$ cat src/rtl/taa_ram.sv
module taa_ram #(
  parameter int unsigned WIDTH = 2,
  parameter int unsigned DEPTH = 256
) (
  input  logic                     clk_i,
  input  logic                     we_i,
  input  logic [$clog2(DEPTH)-1:0] waddr_i,
  input  logic [WIDTH-1:0]         wdata_i,
  input  logic                     re_i,
  input  logic [$clog2(DEPTH)-1:0] raddr_i,
  output logic [WIDTH-1:0]         rdata_o
);

  logic [WIDTH-1:0] mem_q [DEPTH];
  logic [WIDTH-1:0] rdata_q;

  // One write port and one registered read port; read data holds when not read.
  always_ff @(posedge clk_i) begin
    if (we_i) begin
      mem_q[waddr_i] <= wdata_i;
    end
    if (re_i) begin
      rdata_q <= mem_q[raddr_i];
    end
  end

  assign rdata_o = rdata_q;

endmodule

$ cat config.mk
export PLATFORM = sky130hd
export DESIGN_NAME = taa_ram
export DESIGN_NICKNAME = d
export VERILOG_FILES = /design/src/rtl/taa_ram.sv
export SDC_FILE = /design/constraint.sdc
export NUM_CORES = 1
export LEC_CHECK = 0
export ABC_AREA = 1
export ABC_CLOCK_PERIOD_IN_PS = 1400
export BUFFER_PORTS_ARGS = -buffer_cell sky130_fd_sc_hd__buf_2
export CORE_ASPECT_RATIO = 2
export CORE_MARGIN = 8
export CORE_UTILIZATION = 57
export CTS_CLUSTER_DIAMETER = 30
export DETAILED_ROUTE_END_ITERATION = 8
export PLACE_DENSITY_LB_ADDON = 0.1
export SLEW_MARGIN = 10
export SYNTH_ARGS = -nofsm -noshare
export SYNTH_HDL_FRONTEND = slang
export SYNTH_SLANG_ARGS = --single-unit
$ cat constraint.sdc
create_clock -name clk_i -period 1.4 [get_ports clk_i]
set_input_delay 0.07 -clock clk_i [delete_from_list [all_inputs] [get_ports clk_i]]
set_output_delay 0.07 -clock clk_i [all_outputs]
set_load 0.02 [all_outputs]
==> results <==
- In this run, flip-flops and latches consume 51.7% of the power.
- In the global route stage, overall resource usage came out at 26.8%.
- The number of filler cells placed in the layout is 2,929.
- The half-perimeter wire length after detailed placement is 37,800 um.
- At the worst endpoint, the arrival time is 1.83 ns.
- The power per cell area is 1250 nW/um2.
- The first global-routing pass estimated 91,500 um of wire.
- For this run, global-route usage on met1 was measured as 30.1%.
- After detailed placement, the total cell area comes to 23,700 um2.
- The run finished, with violations left.
- Dividing the synthesized area by the synthesized cell count gives 10.8 um2.
- Counting instances, the worst hold path has a depth of 5.
- The final hold slack is 0.0505 ns.
- The number of setup buffers added after CTS is 0.
- From left edge to right edge, the die measures 155 um.
- Summed over all nets, the switching power comes to 7.55 mW.
- The slew at the pin with the worst max-slew slack is 0.699 ns.
- Summing the areas of all and, or, nand and nor instances in the mapped netlist gives 25.8% of the synthesized area.
- In the global route stage, met2 resource usage came out at 47.2%.
- Summing the areas of all fa, ha and maj instances in the mapped netlist gives 0% of the synthesized area.
- Setup repair after global routing could not meet its margin everywhere.
- The number of placed instances, taps included, is 2,576.
- The count of buffers added on input and output ports is 22.
- After routing the design area is 26,200 um2.
- The starting density of the core is 57.5%.
- The mapped netlist covers 22,100 um2.
- The placer's final routability congestion estimate is 0.895.
- The internal power of the cells totals 25.3 mW.
- The endpoint type of the worst setup path is a flip-flop.
- Along the worst path, the maximum fanout reaches 1.
- For this run, the share of the core covered by cells in the final layout is 67.9%.
- The worst register-to-register path begins at mem_q[40][0]$_DFFE_PP_.
- In this run the most used layer during global routing was met2.
- The count of cells along the worst register-to-register path is 10.
- Summing over every cut layer, the via total after detailed routing is 15,600.
- The post-synthesis compound-gate area fraction is 0%.
- Synthesis inferred 514 register bits.
- Data on the critical path is required at its endpoint by 1.72 ns.
- The fraction of power consumed by combinational cells is 7.8%.
- The final worst slack is -0.112 ns.
- The sequential fraction of the synthesis area is 69.7%.
- The final cycle utilization of the critical path is 108%.
- The total congestion overflow after global routing is 0.
- The register-to-register setup slack is -0.11 ns.
- The area of the core region is 38,500 um2.
- Clock tree synthesis selected as its root buffer the cell sky130_fd_sc_hd__clkbuf_16.
- Of the total power, the clock network draws 40.5%.
- The final reports fail on setup timing.
- In this run, distinct cell masters in the synthesized netlist total 14.
- The worst path in the final design needs a cycle of 1.51 ns, including I/O delays and setup.
- The initialized floorplan defines 102 standard-cell rows.
- The endpoint of the worst-slack reg-to-reg timing path is rdata_o[0]$_DFFE_PP_.
- The area growth from synthesis to layout is 18.2%.
- The min-delay analysis places its worst path in the category input pin to flip-flop.
- The total of max-cap violations is 0.
- The fraction of synthesized area in multiplexers is 0%.
- VDD sags by at most 1.17 mV.
- Counting every sink on the clock net gives 514.
- The total die area is 45,800 um2.
- The repair_antennas step left the layout with diodes totalling 0.
- The cell leakage power is 9.24 nW.
- The worst setup path is launched from a flip-flop.
- The first-pass detailed-route iteration total is 5.
- In this run the count of I/O pins placed on the die edge is 23.
- Counting every net in the synthesized netlist gives 2,076.
- The worst setup path is of the flip-flop to flip-flop kind.
- The parity-gate share of the synthesized area counting xor and xnor cells is 0%.
- Setup violations remaining at the end of the flow were counted as 2.
- The maximum root-to-sink buffer count is 3.
- The number of levels the H-tree was split into is 2.
- The combinational family with the most area after synthesis is simple AND/OR/NAND/NOR gates.
- The launch point of the worst hold path is raddr_i[5].
- Headroom to the max-slew limit came out at 53.4%.
- The mean number of vias per cell is 5.85.
- The maximum number of pins on one net before global-route repair is 63.
- TritonCTS built the clock tree.
- The peak clock frequency supported by timing is 0.661 GHz.
- The layout cell share with drive strength beyond 1 is 16.1%.
- The number of antenna violations at the first check in global routing is 1.
- The clock arrives with 0.0137 ns of skew.
- The number of antenna-violating nets in the routed design is 0.
- The number of global-route vias before repair is 15,900.
- The clock reaches the later pin of the worst-skew pair after 0.58 ns.
- The wire length per cell is 22.4 um.
- For this block, the initial DRC count from the detailed router was 1,303.
- The max-slew violation total from the final report is 0.
- Measured along the y axis, the die boundary spans 295 um.
- The number of hold violations in the final report is 0.
- The net switching fraction of the power is 23.0%.
- After technology mapping, the gate count stands at 2,055.
- For this run, design rule violations remaining after detail routing come to 0.
- The CTS clock-pin slew for the worst setup and hold paths is 0.06 ns.
- In this run, CTS created clock tree buffers numbering 50.
- The hold path endpoint is rdata_o[0]$_DFFE_PP_.
- Yosys printed 0 warnings.
- The non-filler instance count after layout is 2,674.
- The final-stage net count is 2,134.
- The post-detailed-routing wire length is 60,000 um.
- Global routing consumed, on the met3 layer, 3.71% of the routing resources.
flip-flops by register name, summed over array words and instances, names as in the netlist:
name / flops
rdata_o: 2
mem_q: 512
final cells by class:
class	count	area, um2	area share (%)
flip-flops and latches	514	15400	59.0
multi-input cells	1359	6480	24.7
repair buffers	149	1840	7.01
clock buffers	58	1350	5.14
well taps	520	651	2.49
clock inverters	35	283	1.08
inverters	39	154	0.588
cell usage in the layout (no fill, tap or decap):
| cell type | instances |
|---|---|
| sky130_fd_sc_hd__nand2_1 | 566 |
| sky130_fd_sc_hd__edfxtp_1 | 514 |
| sky130_fd_sc_hd__nand3_1 | 386 |
| sky130_fd_sc_hd__nor2_1 | 283 |
| sky130_fd_sc_hd__nand3_2 | 87 |
| sky130_fd_sc_hd__buf_4 | 64 |
| sky130_fd_sc_hd__buf_12 | 59 |
| sky130_fd_sc_hd__clkbuf_16 | 53 |
| sky130_fd_sc_hd__inv_1 | 36 |
| sky130_fd_sc_hd__nand3_4 | 22 |
| sky130_fd_sc_hd__buf_2 | 18 |
| sky130_fd_sc_hd__nand2_2 | 13 |
| sky130_fd_sc_hd__clkinv_1 | 13 |
| sky130_fd_sc_hd__inv_6 | 6 |
| sky130_fd_sc_hd__clkinvlp_4 | 6 |
| sky130_fd_sc_hd__clkinv_2 | 6 |
| sky130_fd_sc_hd__clkbuf_1 | 5 |
| sky130_fd_sc_hd__dlygate4sd3_1 | 5 |
| sky130_fd_sc_hd__bufinv_16 | 3 |
| sky130_fd_sc_hd__buf_6 | 3 |
| sky130_fd_sc_hd__nand2_4 | 2 |
| sky130_fd_sc_hd__inv_4 | 1 |
| sky130_fd_sc_hd__inv_2 | 1 |
| sky130_fd_sc_hd__clkinv_4 | 1 |
| sky130_fd_sc_hd__inv_12 | 1 |
kinds of logic (layout without fill, tap and decap cells):
logic type,Yosys count,count (layout)
and+or+nand+nor,1359,1359
DFF,514,514
buffers and inverters,182,281
through the flow:
step | total power [mW] | setup TNS [ns] | worst slack (ns)
2_1_floorplan | 18.5 | 0 | 0.0725
3_3_place_gp | 19.6 | -5.18 | -0.486
3_5_place_dp | 19.6 | -7.35 | -0.541
4_1_cts | 32.9 | -0.196 | -0.0981
5_1_grt | 33.8 | -0.361 | -0.184
6_report | 32.8 | -0.213 | -0.112
worst max-delay path, cell delays in order (launching register included):
cell                       delay (ns)
sky130_fd_sc_hd__edfxtp_1        0.41
sky130_fd_sc_hd__nand2_1         0.10
sky130_fd_sc_hd__nand3_1         0.07
sky130_fd_sc_hd__nand3_1         0.10
sky130_fd_sc_hd__nand3_2         0.09
sky130_fd_sc_hd__nand3_2         0.15
sky130_fd_sc_hd__nand2_1         0.07
sky130_fd_sc_hd__nand2_1         0.05
sky130_fd_sc_hd__nand3_1         0.09
sky130_fd_sc_hd__nand3_2         0.08
sky130_fd_sc_hd__nand2_1         0.05
Yosys cell counts:
cell	n	share of area (%)
sky130_fd_sc_hd__buf_8	1	0.068
sky130_fd_sc_hd__buf_12	1	0.090
sky130_fd_sc_hd__clkbuf_1	46	0.78
sky130_fd_sc_hd__buf_4	8	0.27
sky130_fd_sc_hd__nor2_1	283	4.8
sky130_fd_sc_hd__buf_2	54	1.2
sky130_fd_sc_hd__inv_1	37	0.63
sky130_fd_sc_hd__buf_1	9	0.15
sky130_fd_sc_hd__inv_2	1	0.017
sky130_fd_sc_hd__nand3_1	495	11
sky130_fd_sc_hd__buf_6	24	1.2
sky130_fd_sc_hd__inv_4	1	0.028
sky130_fd_sc_hd__edfxtp_1	514	70
sky130_fd_sc_hd__nand2_1	581	9.8
power groups by stage:
stage	sequential (mW)	clock [mW]	combinational, mW
floorplan	17.3	0	1.20
global placement	17.3	0	2.27
detailed placement	17.3	0	2.31
CTS	17.0	13.4	2.49
global route	17.0	14.1	2.76
finish	17.0	13.3	2.57
worst max path at each step:
stage,from,end,cells after the start
after floorplan,raddr_i[0],rdata_o[0]$_DFFE_PP_,13
after global placement,raddr_i[1],rdata_o[0]$_DFFE_PP_,12
after detailed placement,raddr_i[0],rdata_o[1]$_DFFE_PP_,13
after CTS,mem_q[73][0]$_DFFE_PP_,rdata_o[0]$_DFFE_PP_,10
after global routing,mem_q[175][1]$_DFFE_PP_,rdata_o[1]$_DFFE_PP_,10
final,mem_q[40][0]$_DFFE_PP_,rdata_o[0]$_DFFE_PP_,10
timing repair:
action,CTS,global route
hold buffers,3,2
setup endpoints to repair,2,2
endpoints found under the hold margin,49,2
pin swaps,55,53
resized for setup,102,46
per-layer routing:
metal	routed length [um]	vias up
met3	3900	188
met2	31500	665
met1	20800	7568
li1	-	7208
met5	9	-
met4	3860	2
(Power assumes the default switching activity.)
